**src/hw/rtl/thcpe_pkg.sv**
```systemverilog
// thcpe_pkg: shared types, status codes and color scaling functions for the
// texture header checker and pixel expander. No dependencies.
`default_nettype none

package thcpe_pkg;

  localparam int unsigned WORD_W   = 16;
  localparam int unsigned CHAN_W   = 8;
  localparam int unsigned STATUS_W = 3;
  localparam int unsigned OUT_W    = 64;

  // result kinds carried on tuser
  localparam logic [STATUS_W-1:0] ST_PIXEL     = 3'd0;
  localparam logic [STATUS_W-1:0] ST_BAD_MODE  = 3'd1;
  localparam logic [STATUS_W-1:0] ST_ZERO_MIPS = 3'd2;
  localparam logic [STATUS_W-1:0] ST_ZERO_DIM  = 3'd3;
  localparam logic [STATUS_W-1:0] ST_MISMATCH  = 3'd4;

  localparam logic [WORD_W-1:0] MODE_RGB565   = 16'h0000;
  localparam logic [WORD_W-1:0] MODE_ARGB4444 = 16'h0500;

  // v*255/31 and v*255/63 folded with a 2^-20 reciprocal into one constant
  localparam logic [23:0] SCALE5 = 24'd8625630;
  localparam logic [23:0] SCALE6 = 24'd4244475;

  typedef struct packed {
    logic [CHAN_W-1:0] alpha;
    logic [CHAN_W-1:0] red;
    logic [CHAN_W-1:0] green;
    logic [CHAN_W-1:0] blue;
  } pixel_t;

  // floor(v*255/31) for a 5-bit field
  function automatic logic [CHAN_W-1:0] scale5(input logic [4:0] v);
    logic [28:0] prod;
    prod = {24'd0, v} * {5'd0, SCALE5};
    return prod[27:20];
  endfunction

  // floor(v*255/63) for a 6-bit field
  function automatic logic [CHAN_W-1:0] scale6(input logic [5:0] v);
    logic [29:0] prod;
    prod = {24'd0, v} * {6'd0, SCALE6};
    return prod[27:20];
  endfunction

endpackage

`default_nettype wire

```
**src/hw/rtl/thcpe_expand.sv**
```systemverilog
// thcpe_expand: turns one 16-bit pixel word into 8-bit ARGB, either from
// ARGB4444 or from RGB565 with opaque alpha. Depends on thcpe_pkg.
`default_nettype none

module thcpe_expand import thcpe_pkg::*; (
  input  wire logic [WORD_W-1:0] word,
  input  wire logic              alpha_mode,
  output pixel_t                 pix
);

  always_comb begin
    if (alpha_mode) begin
      // n*255/15 is the nibble repeated
      pix.alpha = {word[15:12], word[15:12]};
      pix.red   = {word[11:8],  word[11:8]};
      pix.green = {word[7:4],   word[7:4]};
      pix.blue  = {word[3:0],   word[3:0]};
    end else begin
      pix.alpha = 8'hFF;
      pix.red   = scale5(word[15:11]);
      pix.green = scale6(word[10:5]);
      pix.blue  = scale5(word[4:0]);
    end
  end

endmodule

`default_nettype wire

```
**src/hw/rtl/tex_header_check_and_pixel_expand.sv**
```systemverilog
// tex_header_check_and_pixel_expand: parses a texture file header, checks it
// and expands the pixel words to 8-bit ARGB. Each accepted word is held in an
// input register and its result goes to a result register; one item is
// accepted every cycle while the result side keeps up. Synchronous active-low
// reset empties both registers and returns the parser to idle.
// Depends on thcpe_pkg and thcpe_expand.
`default_nettype none

module tex_header_check_and_pixel_expand import thcpe_pkg::*; (
  input  wire logic                clk,
  input  wire logic                rst_n,
  input  wire logic                in_tvalid,
  output logic                     in_tready,
  input  wire logic [WORD_W-1:0]   in_tdata,   // [15:0] data_word
  input  wire logic                in_tuser,   // [0] first_word
  output logic                     out_tvalid,
  input  wire logic                out_tready,
  output logic [OUT_W-1:0]         out_tdata,  // alpha, red, green, blue, width, height
  output logic                     out_tlast,  // last_pixel
  output logic [STATUS_W-1:0]      out_tuser   // [2:0] status
);

  localparam logic [3:0] PH_IDLE   = 4'd0;
  localparam logic [3:0] PH_MIPS   = 4'd1;
  localparam logic [3:0] PH_WIDTH  = 4'd2;
  localparam logic [3:0] PH_HEIGHT = 4'd3;
  localparam logic [3:0] PH_SKIP1  = 4'd4;
  localparam logic [3:0] PH_W2     = 4'd5;
  localparam logic [3:0] PH_H2     = 4'd6;
  localparam logic [3:0] PH_SKIP2  = 4'd7;
  localparam logic [3:0] PH_PIXELS = 4'd8;

  localparam logic [3:0] SKIP_FIRST  = 4'd14;
  localparam logic [3:0] SKIP_SECOND = 4'd6;

  // input register
  logic              s1_valid_r;
  logic [WORD_W-1:0] s1_data_r;
  logic              s1_first_r;

  // parser state
  logic [3:0]        phase_r, phase_nxt;
  logic [3:0]        skip_r, skip_nxt;
  logic              alpha_mode_r, alpha_mode_nxt;
  logic [WORD_W-1:0] width_r, width_nxt;
  logic [WORD_W-1:0] height_r, height_nxt;
  logic [31:0]       pixels_left_r, pixels_left_nxt;
  logic              dims_differ_r, dims_differ_nxt;

  // result register
  logic                out_valid_r;
  logic [OUT_W-1:0]    out_data_r;
  logic                out_last_r;
  logic [STATUS_W-1:0] out_status_r;

  logic                s1_go;
  logic                res_valid;
  logic [STATUS_W-1:0] res_status;
  logic                res_last;
  logic                res_pixel;
  pixel_t              pix;
  pixel_t              res_pix;

  assign s1_go     = s1_valid_r && (!out_valid_r || out_tready);
  assign in_tready = !s1_valid_r || s1_go;

  thcpe_expand u_expand (
    .word       (s1_data_r),
    .alpha_mode (alpha_mode_r),
    .pix        (pix)
  );

  always_comb begin
    phase_nxt       = phase_r;
    skip_nxt        = skip_r;
    alpha_mode_nxt  = alpha_mode_r;
    width_nxt       = width_r;
    height_nxt      = height_r;
    pixels_left_nxt = pixels_left_r;
    dims_differ_nxt = dims_differ_r;
    res_valid       = 1'b0;
    res_status      = ST_PIXEL;
    res_last        = 1'b0;
    res_pixel       = 1'b0;
    if (s1_first_r) begin
      width_nxt       = '0;
      height_nxt      = '0;
      dims_differ_nxt = 1'b0;
      pixels_left_nxt = '0;
      skip_nxt        = '0;
      if (s1_data_r != MODE_RGB565 && s1_data_r != MODE_ARGB4444) begin
        res_valid  = 1'b1;
        res_status = ST_BAD_MODE;
        phase_nxt  = PH_IDLE;
      end else begin
        alpha_mode_nxt = (s1_data_r == MODE_ARGB4444);
        phase_nxt      = PH_MIPS;
      end
    end else begin
      case (phase_r)
        PH_MIPS: begin
          if (s1_data_r == '0) begin
            res_valid  = 1'b1;
            res_status = ST_ZERO_MIPS;
            phase_nxt  = PH_IDLE;
          end else begin
            phase_nxt = PH_WIDTH;
          end
        end
        PH_WIDTH: begin
          width_nxt = s1_data_r;
          phase_nxt = PH_HEIGHT;
        end
        PH_HEIGHT: begin
          height_nxt = s1_data_r;
          if (width_r == '0 || s1_data_r == '0) begin
            res_valid  = 1'b1;
            res_status = ST_ZERO_DIM;
            phase_nxt  = PH_IDLE;
          end else begin
            skip_nxt  = SKIP_FIRST;
            phase_nxt = PH_SKIP1;
          end
        end
        PH_SKIP1: begin
          skip_nxt = skip_r - 4'd1;
          if (skip_r == 4'd1) begin
            phase_nxt = PH_W2;
          end
        end
        PH_W2: begin
          dims_differ_nxt = (s1_data_r != width_r);
          phase_nxt       = PH_H2;
        end
        PH_H2: begin
          if (dims_differ_r || s1_data_r != height_r) begin
            res_valid  = 1'b1;
            res_status = ST_MISMATCH;
            phase_nxt  = PH_IDLE;
          end else begin
            skip_nxt  = SKIP_SECOND;
            phase_nxt = PH_SKIP2;
          end
        end
        PH_SKIP2: begin
          skip_nxt = skip_r - 4'd1;
          if (skip_r == 4'd1) begin
            pixels_left_nxt = {16'd0, width_r} * {16'd0, height_r};
            phase_nxt       = PH_PIXELS;
          end
        end
        PH_PIXELS: begin
          res_valid       = 1'b1;
          res_pixel       = 1'b1;
          pixels_left_nxt = pixels_left_r - 32'd1;
          res_last        = (pixels_left_r == 32'd1);
          if (pixels_left_r == 32'd1) begin
            phase_nxt = PH_IDLE;
          end
        end
        default: begin
          phase_nxt = PH_IDLE;
        end
      endcase
    end
    // error results carry zero color
    res_pix = res_pixel ? pix : '0;
  end

  always_ff @(posedge clk) begin
    if (!rst_n) begin
      s1_valid_r    <= 1'b0;
      out_valid_r   <= 1'b0;
      phase_r       <= PH_IDLE;
      skip_r        <= '0;
      alpha_mode_r  <= 1'b0;
      width_r       <= '0;
      height_r      <= '0;
      pixels_left_r <= '0;
      dims_differ_r <= 1'b0;
    end else begin
      if (in_tready) begin
        s1_valid_r <= in_tvalid;
      end
      if (s1_go) begin
        phase_r       <= phase_nxt;
        skip_r        <= skip_nxt;
        alpha_mode_r  <= alpha_mode_nxt;
        width_r       <= width_nxt;
        height_r      <= height_nxt;
        pixels_left_r <= pixels_left_nxt;
        dims_differ_r <= dims_differ_nxt;
        out_valid_r   <= res_valid;
      end else if (out_tready) begin
        out_valid_r <= 1'b0;
      end
    end
  end

  always_ff @(posedge clk) begin
    if (in_tready && in_tvalid) begin
      s1_data_r  <= in_tdata;
      s1_first_r <= in_tuser;
    end
    if (s1_go && res_valid) begin
      out_data_r   <= {height_nxt, width_nxt, res_pix.blue, res_pix.green,
                       res_pix.red, res_pix.alpha};
      out_last_r   <= res_last;
      out_status_r <= res_status;
    end
  end

  assign out_tvalid = out_valid_r;
  assign out_tdata  = out_data_r;
  assign out_tlast  = out_last_r;
  assign out_tuser  = out_status_r;

endmodule

`default_nettype wire
```
**config.mk**
```make
export PLATFORM = sky130hd
export DESIGN_NAME = tex_header_check_and_pixel_expand
export DESIGN_NICKNAME = d
export VERILOG_FILES = /design/src/hw/rtl/thcpe_pkg.sv /design/src/hw/rtl/thcpe_expand.sv /design/src/hw/rtl/tex_header_check_and_pixel_expand.sv
export SDC_FILE = /design/constraint.sdc
export NUM_CORES = 1
export LEC_CHECK = 0
export ABC_AREA = 0
export BUFFER_PORTS_ARGS = -buffer_cell sky130_fd_sc_hd__buf_2
export CAP_MARGIN = 10
export CORE_MARGIN = 2
export CORE_UTILIZATION = 55
export DETAILED_ROUTE_END_ITERATION = 8
export GPL_TIMING_DRIVEN = 0
export PLACE_DENSITY_LB_ADDON = 0.12
export SLEW_MARGIN = 20
export SYNTH_ARGS = -nofsm -noshare
export SYNTH_HDL_FRONTEND = slang
export SYNTH_HIERARCHICAL = 1
export SYNTH_SLANG_ARGS = --single-unit
```
**constraint.sdc**
```tcl
create_clock -name clk -period 8.5 [get_ports clk]
set_input_delay 1.7 -clock clk [delete_from_list [all_inputs] [get_ports clk]]
set_output_delay 1.7 -clock clk [all_outputs]
set_load 0.01 [all_outputs]
```
== Yosys cells after proc, flatten, opt, wreduce, memory -nomap -nowiden ==
Cells that the tools add are included.
Storage, ports and cells
  register bits: 161
  bits of input ports: 21
  output and inout port bits: 70
  logic and storage cells: 105
Operators by class
  add/sub/neg operators: 2
  multiply operators: 4
  eq/ne operators: 19
  muxes and demuxes: 39
  bitwise gates (word level): 2
  reductions and logical operators: 24
Operator list (number)
  $mux W32: 3
  $mux W16: 4
  $pmux W32 S2: 1
  $mul A5 B23 Y27 const B: 2
  $eq A32 B1 Y1 const B: 1
  $logic_not A16 Y1: 2
  $mul A16 B16 Y32: 1
  $ne A16 B16 Y1: 2
  $pmux W4 S8: 1
  $sub A32 B1 Y32 const B: 1
  $mul A6 B23 Y28 const B: 1
  $mux W4: 7
  $eq A16 B11 Y1 const B: 1
  $eq A4 B3 Y1 const B: 4
  $ne A16 B11 Y1 const B: 1
  $reduce_bool A16 Y1: 1
  $ne A3 B3 Y1 const B: 5
  $mux W1: 13
  $mux W3: 4
  $pmux W4 S3: 1
  $pmux W3 S3: 1
  $eq A4 B1 Y1 const B: 2
  $eq A4 B2 Y1 const B: 2
  $reduce_and A4 Y1: 2
  14 further kinds: 27

== Longest topological paths before layout ==
  word-level depth: 6
  mapped depth: 24
  depth with buffers taken out: 22

== Modules after synthesis ==
The synthesis kept the hierarchy.
Modules (own cells, without submodules)
  tex_header_check_and_pixel_expand: instances 1, cells each 1846, area an instance 16402.0 µm², seq. area each 4073.9 µm²
  thcpe_expand: instances 1, cells each 561, area an instance 4687.0 µm², seq. area each 0.0 µm²

== Least setup slack after synthesis ==
OpenSTA, ideal clock, no wires.
  path type: register -> register
  start: register width_r[10]
  end: register pixels_left_r[31]
  setup time: 126 ps
  arrival: 6051 ps
  required time: 8374 ps
  path slack: 2322 ps
  cell stages (with the launch flop): 22
  buffers on the path: 2
  clock period less this slack: 6178 ps
  path through: dfxtp_1 > clkbuf_1 > clkbuf_1 > nand2_1 > fa_1 > fa_1 > fa_1 > inv_1 > fa_1 > fa_1 > inv_1 > fa_1 > inv_1 > ha_1 > a21oi_1 > inv_1 > a22o_1 > o311ai_2 > o211ai_1 > a2111oi_0 > a31o_1 > a21oi_1
On the way
  cells in the longest elaborated chain, start to end: 4
RTL lines
  start: declaration: line tex_header_check_and_pixel_expand.sv:45  | logic [WORD_W-1:0] width_r, width_nxt;
  start signal: assignment: line tex_header_check_and_pixel_expand.sv:189  | width_r <= width_nxt;
  $mul A16 B16 Y32: line tex_header_check_and_pixel_expand.sv:148  | pixels_left_nxt = {16'd0, width_r} * {16'd0, height_r};
  $mux W32: line tex_header_check_and_pixel_expand.sv:147  | if (skip_r == 4'd1) begin
  $pmux W32 S2: line tex_header_check_and_pixel_expand.sv:100  | case (phase_r)
  $mux W32: line tex_header_check_and_pixel_expand.sv:85  | if (s1_first_r) begin
  end signal: assignment: line tex_header_check_and_pixel_expand.sv:191  | pixels_left_r <= pixels_left_nxt;
  end: declaration: line tex_header_check_and_pixel_expand.sv:47  | logic [31:0] pixels_left_r, pixels_left_nxt;
No other way between the ends. The select of a mux whose other input is x is not followed.
A chain may end at the register's enable or synchronous reset.

== Worst setup path in the final report ==
  start: register width_r[4]
  end: register pixels_left_r[31]
Same word-level chain as after synthesis.

==> impl_metrics.env <==
export IMPL_synthMuxAreaShare_pct=0.303
export IMPL_p_sw_uw=848
export IMPL_synth_area_um2=21100
export IMPL_ant_nets=0
export IMPL_cts_clk_slew_worst_paths_ns=0.08
export IMPL_post_cts_resized=0
export IMPL_crit_top_cell="fa_1"
export IMPL_ys_seq_elements=161
export IMPL_skew_ns=0.0203
export IMPL_core_region_area_um2=37800
export IMPL_layout_nets=2999
export IMPL_cp_required_ns=8.84
export IMPL_synth_edf_count=85
export IMPL_synth_top_family_by_area="adder cells"
export IMPL_die_x_um=200
export IMPL_synthSimpleGateAreaFrac_pct=18.7
export IMPL_wl_per_cell_um=20.0
export IMPL_routed_wl_mm=60.8
export IMPL_power_frac_clock_pct=31.8
export IMPL_clock_path_buffers=2
export IMPL_slowest_delay_ns=0.67
export IMPL_nFillCells=3332
export IMPL_final_common_cell="nand2_1"
export IMPL_grt_pass1_wl_mm=95.7
export IMPL_post_cts_setup_buffer_count=0
export IMPL_slew_violations=0
export IMPL_cp_max_fo=10
export IMPL_die_area_um2=39900
export IMPL_min_path_type="flop to flop"
export IMPL_slew_headroom_pct=30.4
export IMPL_slowest_stage="fa_1"
export IMPL_cts_tree="done"
export IMPL_io_pins=91
export IMPL_crit_path_cell_trace="clkbuf_1 > clkbuf_1 > nand2_1 > fa_1 > inv_1 > fa_1 > fa_1 > fa_1 > fa_1 > inv_1 > fa_1 > inv_1 > ha_1 > a211o_1 > o311ai_2 > o211ai_1 > a2111oi_0 > a31o_1 > a21oi_1"
export IMPL_endpoint_kind="flop"
export IMPL_ys_seq_area_share_pct=19.3
export IMPL_insertion_delay_ns=0.47
export IMPL_setup_violations=0
export IMPL_mostFrequentLayoutCells="nand2_1, inv_1, fa_1"
export IMPL_die_h_um=200
export IMPL_initial_core_util_pct=55.9
export IMPL_hold_buffers=0
export IMPL_area_growth_pct=7.94
export IMPL_leakagePower_nw=10.6
export IMPL_place_congestion=0.933
export IMPL_setup_ws_ns=0.931
export IMPL_max_freq_ghz=0.132
export IMPL_synth_xor_area_share_pct=3.19
export IMPL_grt_setup_unrepaired="false"
export IMPL_period_needed_ns=7.57
export IMPL_internal_power_mw=1.53
export IMPL_crit_family="adder cells"
export IMPL_cellPowerDensity_nw_per_um2=105
export IMPL_path_buf_inv=5
export IMPL_yosys_area_share_adder_pct=36.1
export IMPL_dpl_worst_slack_ns=1.07
export IMPL_root_buffer="clkbuf_16"
export IMPL_synthArstFlopShare_pct=0
export IMPL_combinationalPowerShare_pct=32.1
export IMPL_power_frac_seq_pct=36.2
export IMPL_hold_viol=0
export IMPL_cts_sinks=161
export IMPL_synthCells=2407
export IMPL_drt_first_pass_iters=6
export IMPL_setup_tns_ns=0
export IMPL_grt_overflow_total=0
export IMPL_cap_violations=0
export IMPL_port_buffers=90
export IMPL_dp_hpwl_mm=47.7
export IMPL_power_mw=2.38
export IMPL_antenna_found_initial=0
export IMPL_start_kind="flop"
export IMPL_drive_above_1_share_pct=7.04
export IMPL_synth_cell_types=102
export IMPL_period_share_pct=89.0
export IMPL_num_rows=71
export IMPL_avgViaCountPerCell=5.82
export IMPL_worstPathArrival_ns=7.91
export IMPL_critPathKind="flop to flop"
export IMPL_drt_initial_drc_count=1623
export IMPL_synthFlopType="edfxtp_1"
export IMPL_worst_pin_slew_ns=1.04
export IMPL_p_sw_share_pct=35.6
export IMPL_htreeDepth=4
export IMPL_synth_area_per_cell_um2=8.76
export IMPL_grt_usage_pct=31.7
export IMPL_ir_drop_uv=177
export IMPL_vias=17700
export IMPL_grt_max_degree=56
export IMPL_status="finished, final reports clean"
export IMPL_cts_inserted_buffers=17
export IMPL_yosysWarnings=6
export IMPL_synth_compound_area_share_pct=13.2
export IMPL_drc=0
export IMPL_syn_nets=2889
export IMPL_grt_pass1_vias=17400
[tightest hold or removal path: stages (launching register included)]
cell,delay (ns)
dfxtp_1,0.33
nand2_1,0.06
a21boi_1,0.06
[logic make-up (layout without fill, tap and decap cells)]
kind of cell / after synthesis / count (layout)
AOI/OAI and AO/OA: 418 / 418
and+or+nand+nor: 793 / 793
DFF: 161 / 161
muxes: 6 / 6
adders and majority gates: 464 / 464
buffers and inverters: 489 / 612
xor gates and xnor gates: 76 / 76
other: 0 / 1
[layout make-up]
| cell class | instances | area, µm² | area share [%] |
|---|---|---|---|
| clock buffers | 18 | 429 | 1.89 |
| flip-flops and latches | 161 | 4070 | 17.9 |
| clock inverters | 14 | 123 | 0.539 |
| plain buffers | 128 | 566 | 2.48 |
| inverters | 361 | 1360 | 5.95 |
| diodes | 1 | 2.50 | 0.0110 |
| repair buffers | 91 | 478 | 2.10 |
| multi-input cells | 1757 | 15100 | 66.3 |
| well taps | 511 | 639 | 2.81 |
[power by group through the flow]
stage	combinational, mW	clock (mW)	sequential, mW
finish	0.764	0.755	0.860
global route	0.863	0.790	0.862
CTS	0.752	0.763	0.860
detailed placement	0.745	0	0.877
global placement	0.731	0	0.878
floorplan	0.565	0	0.870
[sequential cells by signal, summed over array words and instances (netlist names), 3 cells and up]
name,cells
height_r,16
out_tdata,64
out_tuser,3
phase_r,4
pixels_left_r,32
s1_data_r,16
skip_r,4
width_r,16
[per-layer routing]
layer  vias to the layer above  track usage, %  routed length, µm
li1                       8176               -                  -
met1                      8673            46.4              27300
met2                       764            47.7              26600
met3                        87            6.52               5480
met4                         0            8.94               1380
met5                         -               0                  0
[synthesized netlist by cell type (all sizes together), types with 42 or more instances]
cell | instances | area [µm²]
nor2 | 62 | 233
clkbuf | 112 | 460
ha | 218 | 2730
inv | 360 | 1350
o21ai | 79 | 403
fa | 243 | 4860
a21oi | 121 | 609
and3 | 42 | 265
and2 | 139 | 875
nand2 | 368 | 1380
dfxtp | 76 | 1520
edfxtp | 85 | 2550
[through the flow]
step           util [%]  instances  hold WS (ns)  area (µm²)
2_1_floorplan         -       2407         0.446       21100
3_3_place_gp       58.7       3008         0.473       22200
3_5_place_dp       58.8       3009         0.484       22200
4_1_cts            60.3       3041         0.494       22800
5_1_grt            60.3       3041         0.518       22800
6_report           60.3       3042         0.492       22800
[path summary, 6_finish.rpt]
kind	cells after the start	slack [ns]	from	endpoint
hold / removal	2	0.49	s1_valid_r	out_tvalid
hold reg to reg	2	0.49	s1_valid_r	out_tvalid
setup reg to reg	19	0.93	width_r[4]	pixels_left_r[31]
setup / recovery	19	0.93	width_r[4]	pixels_left_r[31]
Power figures use the tool's default switching activity.
